$ cat src/rtl/caa_pkg.sv
package caa_pkg;

  localparam logic [1:0] CMD_ALLOC  = 2'd0;
  localparam logic [1:0] CMD_FREE   = 2'd1;
  localparam logic [1:0] CMD_RESIZE = 2'd2;

  localparam logic [1:0] ST_DONE    = 2'd0;
  localparam logic [1:0] ST_NOSPACE = 2'd1;
  localparam logic [1:0] ST_RANGE   = 2'd2;

  // Which run the write sequencer walks
  typedef enum logic [1:0] {
    RUN_MARK_NEW  = 2'd0,
    RUN_CLR_OLD   = 2'd1,
    RUN_CLR_TAIL  = 2'd2
  } run_sel_t;

  // Source of the placed start in the result
  typedef enum logic [1:0] {
    PL_ZERO  = 2'd0,
    PL_START = 2'd1,
    PL_FOUND = 2'd2
  } place_sel_t;

  typedef struct packed {
    logic       load;
    logic       scan_start;
    logic       run_start;
    run_sel_t   run_sel;
    logic       res_load;
    logic [1:0] res_status;
    place_sel_t res_sel;
  } caa_cmd_t;

  typedef struct packed {
    logic [1:0] cmd;
    logic       rl_zero;
    logic       nl_zero;
    logic       shrink;
    logic       range_bad;
    logic       init_busy;
    logic       scan_active;
    logic       found;
    logic       run_busy;
    logic       out_busy;
  } caa_stat_t;

endpackage

$ cat src/rtl/contiguous_block_allocator.sv
// Flow: an item without map work goes from decode straight to the result register;
//   a first-fit scan and each run mark or clear come first, walking one block per
//   cycle (grow: scan, mark new run, then clear old run).
// One item at a time: no new item is taken until the result of the last is loaded.
// Reset: synchronous; then a clearing pass over every block with in_stall held high.
module contiguous_block_allocator
  import caa_pkg::*;
#(
  parameter int NUM_BLOCKS = 128
) (
  input  logic       clk,
  input  logic       rst,
  input  logic       in_valid,
  output logic       in_stall,
  input  logic [1:0] command,
  input  logic [6:0] run_start,
  input  logic [6:0] run_length,
  input  logic [6:0] new_length,
  output logic       out_valid,
  input  logic       out_stall,
  output logic [1:0] status,
  output logic [6:0] placed_start
);

  caa_cmd_t  cmd;
  caa_stat_t stat;

  caa_ctrl u_ctrl (
    .clk      (clk),
    .rst      (rst),
    .in_valid (in_valid),
    .in_stall (in_stall),
    .stat     (stat),
    .cmd      (cmd)
  );

  caa_dp #(
    .NUM_BLOCKS (NUM_BLOCKS)
  ) u_dp (
    .clk          (clk),
    .rst          (rst),
    .cmd          (cmd),
    .stat         (stat),
    .command      (command),
    .run_start    (run_start),
    .run_length   (run_length),
    .new_length   (new_length),
    .out_valid    (out_valid),
    .out_stall    (out_stall),
    .status       (status),
    .placed_start (placed_start)
  );

endmodule

$ cat src/rtl/caa_dp.sv
module caa_dp
  import caa_pkg::*;
#(
  parameter int NUM_BLOCKS = 128
) (
  input  logic       clk,
  input  logic       rst,
  input  caa_cmd_t   cmd,
  output caa_stat_t  stat,
  input  logic [1:0] command,
  input  logic [6:0] run_start,
  input  logic [6:0] run_length,
  input  logic [6:0] new_length,
  output logic       out_valid,
  input  logic       out_stall,
  output logic [1:0] status,
  output logic [6:0] placed_start
);

  localparam int AW = $clog2(NUM_BLOCKS);
  localparam int CW = ((AW > 7) ? AW : 7) + 1;
  localparam logic [AW-1:0] LAST_BLK = AW'(NUM_BLOCKS - 1);

  // latched item fields
  logic [1:0] cmd_q;
  logic [6:0] rs_q;
  logic [6:0] rl_q;
  logic [6:0] nl_q;

  // block map memory, set = used
  logic          mem [NUM_BLOCKS];
  logic          mem_we;
  logic [AW-1:0] wr_addr;
  logic          wr_data;
  logic [AW-1:0] rd_addr;
  logic          rd_q;

  // clearing pass
  logic          init_busy;
  logic [AW-1:0] init_addr;

  // scan
  logic          scan_active;
  logic          issue_on;
  logic [AW-1:0] scan_addr;
  logic          rd_valid;
  logic [AW-1:0] blk_q;
  logic [6:0]    count;
  logic [6:0]    count_next;
  logic [6:0]    scan_len;
  logic          hit;
  logic [CW-1:0] hit_start;
  logic          found_q;
  logic [CW-1:0] start_q;

  // run write sequencer
  logic [AW-1:0] run_addr;
  logic [6:0]    run_rem;
  logic          run_val;
  logic [CW-1:0] tail_addr;
  logic          run_busy;

  // result
  logic [6:0] placed_next;

  always_ff @(posedge clk) begin
    if (cmd.load) begin
      cmd_q <= command;
      rs_q  <= run_start;
      rl_q  <= run_length;
      nl_q  <= new_length;
    end
  end

  assign scan_len  = (cmd_q == CMD_ALLOC) ? rl_q : nl_q;
  assign tail_addr = CW'(rs_q) + CW'(nl_q);
  assign run_busy  = (run_rem != 7'd0);

  // memory ports
  always_comb begin
    if (init_busy) begin
      mem_we  = 1'b1;
      wr_addr = init_addr;
      wr_data = (init_addr == '0);
    end else begin
      mem_we  = run_busy && !(run_addr == '0 && !run_val);
      wr_addr = run_addr;
      wr_data = run_val;
    end
  end

  assign rd_addr = scan_addr;

  always_ff @(posedge clk) begin
    if (mem_we) begin
      mem[wr_addr] <= wr_data;
    end
    rd_q <= mem[rd_addr];
  end

  always_ff @(posedge clk) begin
    if (rst) begin
      init_busy <= 1'b1;
      init_addr <= '0;
    end else if (init_busy) begin
      if (init_addr == LAST_BLK) begin
        init_busy <= 1'b0;
      end else begin
        init_addr <= init_addr + AW'(1);
      end
    end
  end

  // read for block b issues in the cycle before its use
  assign count_next = rd_q ? 7'd0 : count + 7'd1;
  assign hit        = rd_valid && (count_next == scan_len);
  assign hit_start  = CW'(blk_q) + CW'(1) - CW'(scan_len);

  always_ff @(posedge clk) begin
    if (rst) begin
      scan_active <= 1'b0;
      issue_on    <= 1'b0;
      rd_valid    <= 1'b0;
    end else if (cmd.scan_start) begin
      scan_active <= 1'b1;
      issue_on    <= 1'b1;
      rd_valid    <= 1'b0;
    end else if (scan_active) begin
      rd_valid <= issue_on;
      if (issue_on && scan_addr == LAST_BLK) begin
        issue_on <= 1'b0;
      end
      if (rd_valid && (hit || blk_q == LAST_BLK)) begin
        scan_active <= 1'b0;
        issue_on    <= 1'b0;
        rd_valid    <= 1'b0;
      end
    end
  end

  always_ff @(posedge clk) begin
    if (cmd.scan_start) begin
      scan_addr <= '0;
      count     <= 7'd0;
      found_q   <= 1'b0;
    end else if (scan_active) begin
      if (issue_on) begin
        blk_q <= scan_addr;
        if (scan_addr != LAST_BLK) begin
          scan_addr <= scan_addr + AW'(1);
        end
      end
      if (rd_valid) begin
        count   <= count_next;
        found_q <= hit;
        start_q <= hit_start;
      end
    end
  end

  always_ff @(posedge clk) begin
    if (rst) begin
      run_rem <= 7'd0;
    end else if (cmd.run_start) begin
      case (cmd.run_sel)
        RUN_MARK_NEW: begin
          run_addr <= start_q[AW-1:0];
          run_rem  <= scan_len;
          run_val  <= 1'b1;
        end
        RUN_CLR_OLD: begin
          run_addr <= CW'(rs_q) >= CW'(NUM_BLOCKS) ? '0 : AW'(CW'(rs_q));
          run_rem  <= rl_q;
          run_val  <= 1'b0;
        end
        RUN_CLR_TAIL: begin
          run_addr <= tail_addr[AW-1:0];
          run_rem  <= rl_q - nl_q;
          run_val  <= 1'b0;
        end
        default: begin
          run_rem <= 7'd0;
          run_val <= 1'b0;
        end
      endcase
    end else if (run_busy) begin
      run_addr <= run_addr + AW'(1);
      run_rem  <= run_rem - 7'd1;
    end
  end

  always_comb begin
    case (cmd.res_sel)
      PL_START: placed_next = rs_q;
      PL_FOUND: placed_next = start_q[6:0];
      default:  placed_next = 7'd0;
    endcase
  end

  always_ff @(posedge clk) begin
    if (rst) begin
      out_valid <= 1'b0;
    end else if (cmd.res_load) begin
      out_valid <= 1'b1;
    end else if (!out_stall) begin
      out_valid <= 1'b0;
    end
  end

  always_ff @(posedge clk) begin
    if (cmd.res_load) begin
      status       <= cmd.res_status;
      placed_start <= placed_next;
    end
  end

  always_comb begin
    stat.cmd         = cmd_q;
    stat.rl_zero     = (rl_q == 7'd0);
    stat.nl_zero     = (nl_q == 7'd0);
    stat.shrink      = (nl_q < rl_q);
    stat.range_bad   = (CW'(rs_q) + CW'(rl_q)) > CW'(NUM_BLOCKS);
    stat.init_busy   = init_busy;
    stat.scan_active = scan_active;
    stat.found       = found_q;
    stat.run_busy    = run_busy;
    stat.out_busy    = out_valid && out_stall;
  end

  // the reserved block is only ever written as used
  a_blk0_kept: assert property (@(posedge clk) disable iff (rst)
    (mem_we && wr_addr == '0) |-> wr_data)
    else $error("reserved block cleared");

  a_scan_run_excl: assert property (@(posedge clk) disable iff (rst)
    !(scan_active && run_busy))
    else $error("scan overlaps run write");

  a_init_quiet: assert property (@(posedge clk) disable iff (rst)
    init_busy |-> !(scan_active || run_busy || cmd.load))
    else $error("activity during clearing pass");

  a_result_slot: assert property (@(posedge clk) disable iff (rst)
    cmd.res_load |-> !(out_valid && out_stall))
    else $error("result overwrites pending item");

endmodule

$ cat src/rtl/caa_ctrl.sv
module caa_ctrl
  import caa_pkg::*;
(
  input  logic      clk,
  input  logic      rst,
  input  logic      in_valid,
  output logic      in_stall,
  input  caa_stat_t stat,
  output caa_cmd_t  cmd
);

  typedef enum logic [5:0] {
    S_IDLE   = 6'b000001,
    S_DECODE = 6'b000010,
    S_SCAN   = 6'b000100,
    S_MARK   = 6'b001000,
    S_CLEAR  = 6'b010000,
    S_REPLY  = 6'b100000
  } state_t;

  state_t     state, state_next;
  logic [1:0] res_status, res_status_next;
  place_sel_t res_sel, res_sel_next;

  assign in_stall = (state != S_IDLE) || stat.init_busy;

  always_comb begin
    state_next      = state;
    res_status_next = res_status;
    res_sel_next    = res_sel;
    cmd             = '0;
    cmd.run_sel     = RUN_CLR_OLD;
    cmd.res_sel     = res_sel;
    cmd.res_status  = res_status;
    case (state)
      S_IDLE: begin
        if (in_valid && !in_stall) begin
          cmd.load   = 1'b1;
          state_next = S_DECODE;
        end
      end
      S_DECODE: begin
        res_status_next = ST_DONE;
        res_sel_next    = PL_ZERO;
        state_next      = S_REPLY;
        if (stat.cmd == CMD_ALLOC) begin
          if (!stat.rl_zero) begin
            cmd.scan_start = 1'b1;
            state_next     = S_SCAN;
          end
        end else if (stat.cmd == CMD_FREE || stat.cmd == CMD_RESIZE) begin
          if (stat.range_bad) begin
            res_status_next = ST_RANGE;
          end else if (stat.cmd == CMD_FREE) begin
            cmd.run_start = 1'b1;
            cmd.run_sel   = RUN_CLR_OLD;
            state_next    = S_CLEAR;
          end else if (stat.shrink) begin
            cmd.run_start = 1'b1;
            cmd.run_sel   = RUN_CLR_TAIL;
            res_sel_next  = PL_START;
            state_next    = S_CLEAR;
          end else if (!stat.nl_zero) begin
            cmd.scan_start = 1'b1;
            state_next     = S_SCAN;
          end
        end
      end
      S_SCAN: begin
        if (!stat.scan_active) begin
          if (stat.found) begin
            cmd.run_start = 1'b1;
            cmd.run_sel   = RUN_MARK_NEW;
            res_sel_next  = PL_FOUND;
            state_next    = S_MARK;
          end else begin
            res_status_next = ST_NOSPACE;
            state_next      = S_REPLY;
          end
        end
      end
      S_MARK: begin
        if (!stat.run_busy) begin
          if (stat.cmd == CMD_RESIZE) begin
            // old run is cleared only after the new one is marked
            cmd.run_start = 1'b1;
            cmd.run_sel   = RUN_CLR_OLD;
            state_next    = S_CLEAR;
          end else begin
            state_next = S_REPLY;
          end
        end
      end
      S_CLEAR: begin
        if (!stat.run_busy) begin
          state_next = S_REPLY;
        end
      end
      S_REPLY: begin
        if (!stat.out_busy) begin
          cmd.res_load = 1'b1;
          state_next   = S_IDLE;
        end
      end
      default: begin
        state_next = S_IDLE;
      end
    endcase
  end

  always_ff @(posedge clk) begin
    if (rst) begin
      state      <= S_IDLE;
      res_status <= ST_DONE;
      res_sel    <= PL_ZERO;
    end else begin
      state      <= state_next;
      res_status <= res_status_next;
      res_sel    <= res_sel_next;
    end
  end

  a_scan_from_decode: assert property (@(posedge clk) disable iff (rst)
    cmd.scan_start |-> state == S_DECODE)
    else $error("scan started outside decode");

  a_accept_only_idle: assert property (@(posedge clk) disable iff (rst)
    cmd.load |=> state == S_DECODE)
    else $error("accepted item not decoded");

  a_reply_then_idle: assert property (@(posedge clk) disable iff (rst)
    cmd.res_load |=> state == S_IDLE)
    else $error("result load left controller busy");

endmodule

$ cat config.mk
export PLATFORM = sky130hd
export DESIGN_NAME = contiguous_block_allocator
export DESIGN_NICKNAME = d
export VERILOG_FILES = /design/src/rtl/caa_pkg.sv /design/src/rtl/contiguous_block_allocator.sv /design/src/rtl/caa_dp.sv /design/src/rtl/caa_ctrl.sv
export SDC_FILE = /design/constraint.sdc
export NUM_CORES = 1
export LEC_CHECK = 0
export BUFFER_PORTS_ARGS = -buffer_cell sky130_fd_sc_hd__buf_2
export CAP_MARGIN = 0
export CORE_UTILIZATION = 25
export DETAILED_ROUTE_END_ITERATION = 6
export SYNTH_ARGS = -nofsm -noshare
export SYNTH_HDL_FRONTEND = slang
export SYNTH_SLANG_ARGS = --single-unit
$ cat constraint.sdc
create_clock -name clk -period 3.7 [get_ports clk]
set_input_delay 0 -clock clk [delete_from_list [all_inputs] [get_ports clk]]
set_output_delay 0 -clock clk [all_outputs]
set_load 0.03 [all_outputs]
==> results of run 1 <==
## worst max-delay path, delay by kind of cell (launching register included)
| family | cells | cell delay [ns] |
|---|---|---|
| XOR/XNOR | 1 | 0.16 |
| flip-flops | 1 | 0.39 |
| adder cells (fa/ha/maj) | 3 | 1.01 |
| AND/OR/NAND/NOR | 4 | 0.82 |
| AO/OA/AOI/OAI | 3 | 0.54 |
| multiplexers | 1 | 0.06 |
| buffers and inverters | 2 | 0.24 |
## repair_timing
action                                  CTS  global route
endpoints found under the setup margin    0            16
buffers inserted                          0             1
hold buffers                             27             0
endpoints found under the hold margin    48             0
gates resized for setup                   0             5
## cells by family after synthesis
| logic type | count (synthesis) | share of synthesized area [%] |
|---|---|---|
| compound gates | 171 | 9.95 |
| fa+ha+maj | 52 | 5.82 |
| xor+xnor | 38 | 2.85 |
| simple gates | 366 | 14.3 |
| buf+inv | 90 | 3.19 |
| flops | 227 | 54.5 |
| mux | 57 | 9.44 |
## flip-flops by register name, summed over array words and instances, names as in the netlist, 6 cells and up
signal and count:
u_ctrl.state 6, u_dp.blk_q 7, u_dp.init_addr 7, u_dp.run_addr 7, u_dp.rl_q 7, u_dp.rs_q 7
u_dp.nl_q 7, u_dp.rd_addr 7, u_dp.start_q 7, u_dp.count 7, u_dp.run_rem 7, u_dp.placed_start 7
u_dp.mem 128
## how the worst max path moves through the flow
stage                       startpoint                to  slack, ns  depth (start not counted)
final                     u_dp.rl_q[0]  u_dp.run_addr[6]       0.20                         14
after global routing      u_dp.rs_q[4]   u_dp.run_rem[6]       0.06                         13
after CTS                 u_dp.rl_q[0]  u_dp.run_addr[0]       0.10                         11
after detailed placement  u_dp.rl_q[0]  u_dp.run_addr[3]       0.16                         11
after global placement    u_dp.rl_q[0]  u_dp.run_addr[3]       0.21                         11
after floorplan           u_dp.rl_q[0]  u_dp.run_addr[0]       0.02                         12
## report_power, final
| part | internal [uW] | switching [uW] |
|---|---|---|
| combinational | 356 | 411 |
| sequential | 2920 | 163 |
| clock | 1550 | 1030 |
| total | 4830 | 1610 |
## final cells by class
| cell class | count | area [sq um] | share of cell area [%] |
|---|---|---|---|
| multi-input combinational | 684 | 5000 | 35.8 |
| tap | 600 | 751 | 5.37 |
| clock buffer | 32 | 703 | 5.03 |
| clock inverter | 14 | 156 | 1.12 |
| sequential | 227 | 6370 | 45.5 |
| inverter | 48 | 180 | 1.29 |
| timing repair buffer | 110 | 826 | 5.90 |
## through the flow
stage	cell area [sq um]	hold slack [ns]	instances
global route	14000	0.164	1715
detailed placement	12800	0.181	1641
CTS	14000	0.156	1714
global placement	12800	0.179	1641
finish	14000	0.173	1715
floorplan	11700	0.0989	1001
## routing by layer
metal / global-route usage (%) / vias to the layer above / part of all wire (%)
li1: - / 3932 / -
met1: 16.2 / 4164 / 45
met2: 20.3 / 223 / 47
met3: 2.10 / 44 / 5.5
met4: 3.45 / 0 / 2.4
met5: 0 / - / 0
## layout by cell type, fill, tap and decap left out, drive strengths merged, types with 20 or more instances in the layout
master / instances
inv: 49
dlygate4sd3: 27
nor2: 190
edfxtp: 182
buf: 83
nand2: 60
mux4: 42
dfxtp: 45
clkbuf: 32
o21ai: 31
a21oi: 50
xnor2: 20
nand3: 23
ha: 48
==> results.py, run 1 <==
metrics = {
    "clock_network": {
        "cts_tree": "yes",
        "htreeDepth": 1,
        "clk_pin_slew_ns": 0.06,
        "cts.sinks": 227,
        "clock_path_buffers": 3,
        "clkLatencyLatePin_ns": 0.54,
        "cts_root_buf": "clkbuf_16",
        "cts_buffers": 26,
    },
    "setup_path": {
        "worstPathCellList": "ha_1, fa_1, xor2_1, or3_1, o41ai_4, nand3_1, inv_1, nor2_2, ha_1, inv_1, and3_1, a21oi_1, o211a_1, mux2i_1",
        "worstSetupStartpointType": "flop",
        "cp-end-kind": "flop",
        "r2r_start": "u_dp.rl_q[0]",
        "critPathKind": "flop to flop",
        "timing.rr.end": "u_dp.run_addr[6]",
        "cp.required_ns": 3.97,
        "cpMaxStageDelayCell": "fa_1",
        "slowest_delay_ns": 0.47,
        "worstRegToRegCells": 14,
        "cp_max_fo": 8,
        "cp.arrival_ns": 3.77,
        "r2r_slack_ns": 0.20,
    },
    "layout": {
        "final_nets": 1176,
        "diodes": 0,
        "post-route-util_pct": 30.6,
        "nFillCells": 4580,
        "syn_to_final_growth_pct": 19.6,
        "drive_gt1_share_pct": 17.1,
    },
    "synthesis": {
        "synth_most_common_cell": "nor2_1",
        "ys_types": 72,
        "yosys_warnings": 0,
        "async_reset_ff_share_pct": 0,
        "synthTopCellsByArea": "edfxtp_1, mux4_2, dfxtp_1",
        "synthCells": 1001,
        "synthTopCellsByCount": "nor2_1, edfxtp_1, nand2_1, a21oi_1",
        "synth_top_area_share_pct": 46.8,
        "synth_seq_cells": 227,
        "ys_seq_area_share_pct": 54.5,
        "synth_ff_type": "edfxtp_1",
        "syn_nets": 1080,
        "yosys.area.top_type": "edfxtp_1",
        "syn-cell-area_sq_mm": 0.0117,
        "syn-mean-instance-area_sq_um": 11.7,
        "synth_edf_count": 182,
    },
    "grt": {
        "grtUsageTotal_pct": 12.2,
        "antenna_found_initial": 0,
        "gr-total-overflow": 0,
        "grt_start_max_net_pins": 58,
        "grt_pass1_vias": 8150,
        "grt_pass1_wl_um": 45700,
    },
    "min_path": {
        "hp-start": "new_length[2]",
        "hold_class": "primary input to flop",
        "min_to": "u_dp.nl_q[2]",
        "hold_depth": 2,
    },
    "pwr": {
        "powerDensity_mw_per_mm2": 460,
        "peakVddDrop_mv": 0.341,
        "p_leak_uw": 0.00478,
        "power_uw": 6430,
    },
    "timing": {
        "drv_slew": 0,
        "fin_ws_ns": 0.202,
        "hold_violations": 0,
        "fin_crit_sh_pct": 94.5,
        "min_period_ns": 3.50,
        "setup_violations": 0,
        "clock.fmax_ghz": 0.286,
        "rsz0062_at_grt": "no",
        "maxSlewHeadroom_pct": 40.6,
        "worst_pin_slew_ns": 0.890,
        "fin_tns_setup_ns": 0,
        "finClkSkew_ns": 0.0155,
    },
    "place": {
        "pre_cts_ws_ns": 0.160,
        "globalplace.congestion": 0.911,
        "hpwlAfterDp_um": 19700,
        "io_buffers": 37,
    },
    "detailed_routing": {
        "vias_per_cell": 4.88,
        "routed_wl_um": 29000,
        "antenna_violating_nets_post_route": 0,
        "wl_per_cell_um": 16.9,
        "drtIter0Drc": 710,
        "drcViolationCount": 1,
        "vias": 8363,
        "dr.pass1.iters": 7,
    },
    "status": {
        "violations": "DRC",
        "status": "complete, but fails checks",
    },
    "die": {
        "fp.dieH_um": 218,
        "core_sq_mm": 0.0458,
        "die_w_um": 218,
        "num_rows": 78,
        "io_pins": 38,
        "die_area_sq_mm": 0.0476,
        "start_util_pct": 25.5,
    },
    "run": {
        "drv_cap": 0,
    },
}
Note: power is estimated with default switching activity, not from simulation.
==> inputs of run 2 (changes only) <==
--- a/config.mk
+++ b/config.mk
@@ -9,4 +9,6 @@
 export CAP_MARGIN = 0
-export CORE_UTILIZATION = 25
+export CORE_MARGIN = 3
+export CORE_UTILIZATION = 55
 export DETAILED_ROUTE_END_ITERATION = 6
+export PLACE_DENSITY = 0.75
 export SYNTH_ARGS = -nofsm -noshare
--- a/constraint.sdc
+++ b/constraint.sdc
@@ -3,2 +3,2 @@
 set_output_delay 0 -clock clk [all_outputs]
-set_load 0.03 [all_outputs]
+set_load 0.01 [all_outputs]
==> run 2 against run 1 <==
  * Power is 2.9% lower
  * Final cell count down 20%
  * Critical endpoint is now u_dp.run_addr[4]
  * Largest cell class unchanged
  * Sequential share of layout area is 1.9 points higher
  * Clock-buffer cell count is 3 higher
  * The run now ends clean
  * First-iteration DRC count grew 32%
  * Via count rose by 2.4%
  * Critical path depth fell by 2
==> results.py, run 2 (synthesized netlist as in run 1, its figures left out) <==
metrics = {
    "setup_path": {
        "worstSetupStartpointType": "flop",
        "crit_path_frequent_cell": "buf_4",
        "cp.arrival_ns": 3.82,
        "worstPathCellList": "ha_2, fa_2, xor2_1, or3_4, o41ai_4, nand3_2, buf_4, ha_1, buf_4, a221o_1, o21ai_0, a21oi_1",
        "cpMaxStageDelayCell": "o41ai_4",
        "crit_buf_inv": 2,
        "cp-end-kind": "flop",
        "r2r_slack_ns": 0.16,
        "cp.required_ns": 3.98,
        "critPathKind": "flop to flop",
        "slowest_delay_ns": 0.44,
        "cp_top_family": "adder cells",
        "cp_max_fo": 8,
    },
    "die": {
        "io_pins": 38,
        "core_sq_mm": 0.0206,
        "die_w_um": 152,
        "start_util_pct": 56.9,
        "die_area_sq_mm": 0.0230,
        "fp.dieH_um": 152,
        "num_rows": 52,
    },
    "place": {
        "hpwlAfterDp_um": 18300,
        "globalplace.congestion": 0.915,
        "io_buffers": 37,
        "place_area_sq_mm": 0.0123,
    },
    "layout": {
        "syn_to_final_growth_pct": 15.0,
        "drive_gt1_share_pct": 16.1,
        "largest_register": "u_dp.mem",
        "final_cell_mix": "nor2_1, edfxtp_1, nand2_1",
        "largest_register_ffs": 128,
        "final_area_sq_mm": 0.0134,
        "multi_input_area_sq_mm": 0.00500,
        "diodes": 0,
        "seq_area_sq_mm": 0.00637,
        "final_nets": 1164,
        "nFillCells": 1522,
        "layout_commonest_cell": "nor2_1",
    },
    "detailed_routing": {
        "drtIter0Drc": 934,
        "routed_wl_um": 27700,
        "wl_per_cell_um": 20.1,
        "vias": 8567,
        "antenna_violating_nets_post_route": 0,
        "vias_per_cell": 6.24,
        "dr.pass1.iters": 6,
        "drcViolationCount": 0,
    },
    "clock_network": {
        "cts.sinks": 227,
        "clock_path_buffers": 3,
        "htreeDepth": 1,
        "cts_root_buf": "clkbuf_16",
        "clkLatencyLatePin_ns": 0.53,
        "clk_pin_slew_ns": 0.06,
        "cts_buffers": 25,
        "cts_tree": "yes",
    },
    "timing": {
        "hold_ws_ns": 0.185,
        "rsz0062_at_grt": "no",
        "maxSlewHeadroom_pct": 40.6,
        "fin_crit_sh_pct": 95.8,
        "fin_tns_setup_ns": 0,
        "min_period_ns": 3.54,
        "finClkSkew_ns": 0.0129,
        "clock.fmax_ghz": 0.282,
        "worst_pin_slew_ns": 0.889,
        "hold_violations": 0,
        "setup_violations": 0,
        "drv_slew": 0,
    },
    "grt": {
        "grt_pass1_vias": 8298,
        "gr-total-overflow": 0,
        "grtUsageTotal_pct": 24.3,
        "grt_start_max_net_pins": 69,
        "antenna_found_initial": 0,
        "grt_pass1_wl_um": 43300,
    },
    "pwr": {
        "p_sw_share_pct": 25.0,
        "p_sw_uw": 1560,
        "power_frac_seq_pct": 49.0,
        "powerDensity_mw_per_mm2": 465,
        "power_frac_comb_pct": 12.4,
        "power_frac_clock_pct": 38.7,
        "internal_power_uw": 4680,
        "peakVddDrop_mv": 0.382,
        "p_leak_uw": 0.00468,
    },
    "min_path": {
        "hold_class": "primary input to flop",
    },
    "status": {
        "status": "finished clean",
    },
    "run": {
        "drv_cap": 0,
    },
}
-- run 2: per-stage QoR --
| step | utilization, % | setup WS [ns] | std cells | total power [uW] |
|---|---|---|---|---|
| 2_1_floorplan | - | 0.0190 | 1001 | 3620 |
| 3_3_place_gp | 60.0 | 0.264 | 1298 | 3830 |
| 3_5_place_dp | 60.0 | 0.122 | 1298 | 3850 |
| 4_1_cts | 65.1 | 0.0943 | 1371 | 6260 |
| 5_1_grt | 65.4 | 0.0316 | 1374 | 6470 |
| 6_report | 65.4 | 0.155 | 1374 | 6240 |
-- run 2: power by group through the flow --
stage / Combinational (uW) / Sequential (uW) / Clock, uW
6_report: 772 / 3060 / 2410
5_1_grt: 855 / 3070 / 2540
4_1_cts: 770 / 3060 / 2440
3_5_place_dp: 739 / 3110 / 0
3_3_place_gp: 725 / 3100 / 0
2_1_floorplan: 566 / 3050 / 0
-- run 2: layer usage --
layer  vias up  GRT usage, %  wire length [um]
li1       3896             -                 -
met1      4212          33.4             11200
met2       385          39.8             13200
met3        74          4.28              2480
met4         0          7.86               819
met5         -             0                 0
-- run 2: layout make-up --
cell class,count,share of cell area (%)
clock buffers,35,5.01
clock inverters,11,0.903
inverters,48,1.34
multi-input cells,684,37.2
flip-flops and latches,227,47.4
well taps,270,2.51
repair buffers,99,5.62
-- run 2: worst paths after layout --
check,from,end,cells after the start
hold reg to reg,u_ctrl.res_status[0],u_dp.status[0],0
hold / removal,new_length[6],u_dp.nl_q[6],2
setup / recovery,u_dp.rl_q[0],u_dp.run_addr[4],12
setup reg to reg,u_dp.rl_q[0],u_dp.run_addr[4],12
-- run 2: repair_timing --
item | CTS | global route
hold endpoints to repair | 40 | 0
setup buffers | 0 | 3
hold buffers | 27 | 0
resized for setup | 0 | 10
setup endpoints to repair | 0 | 19
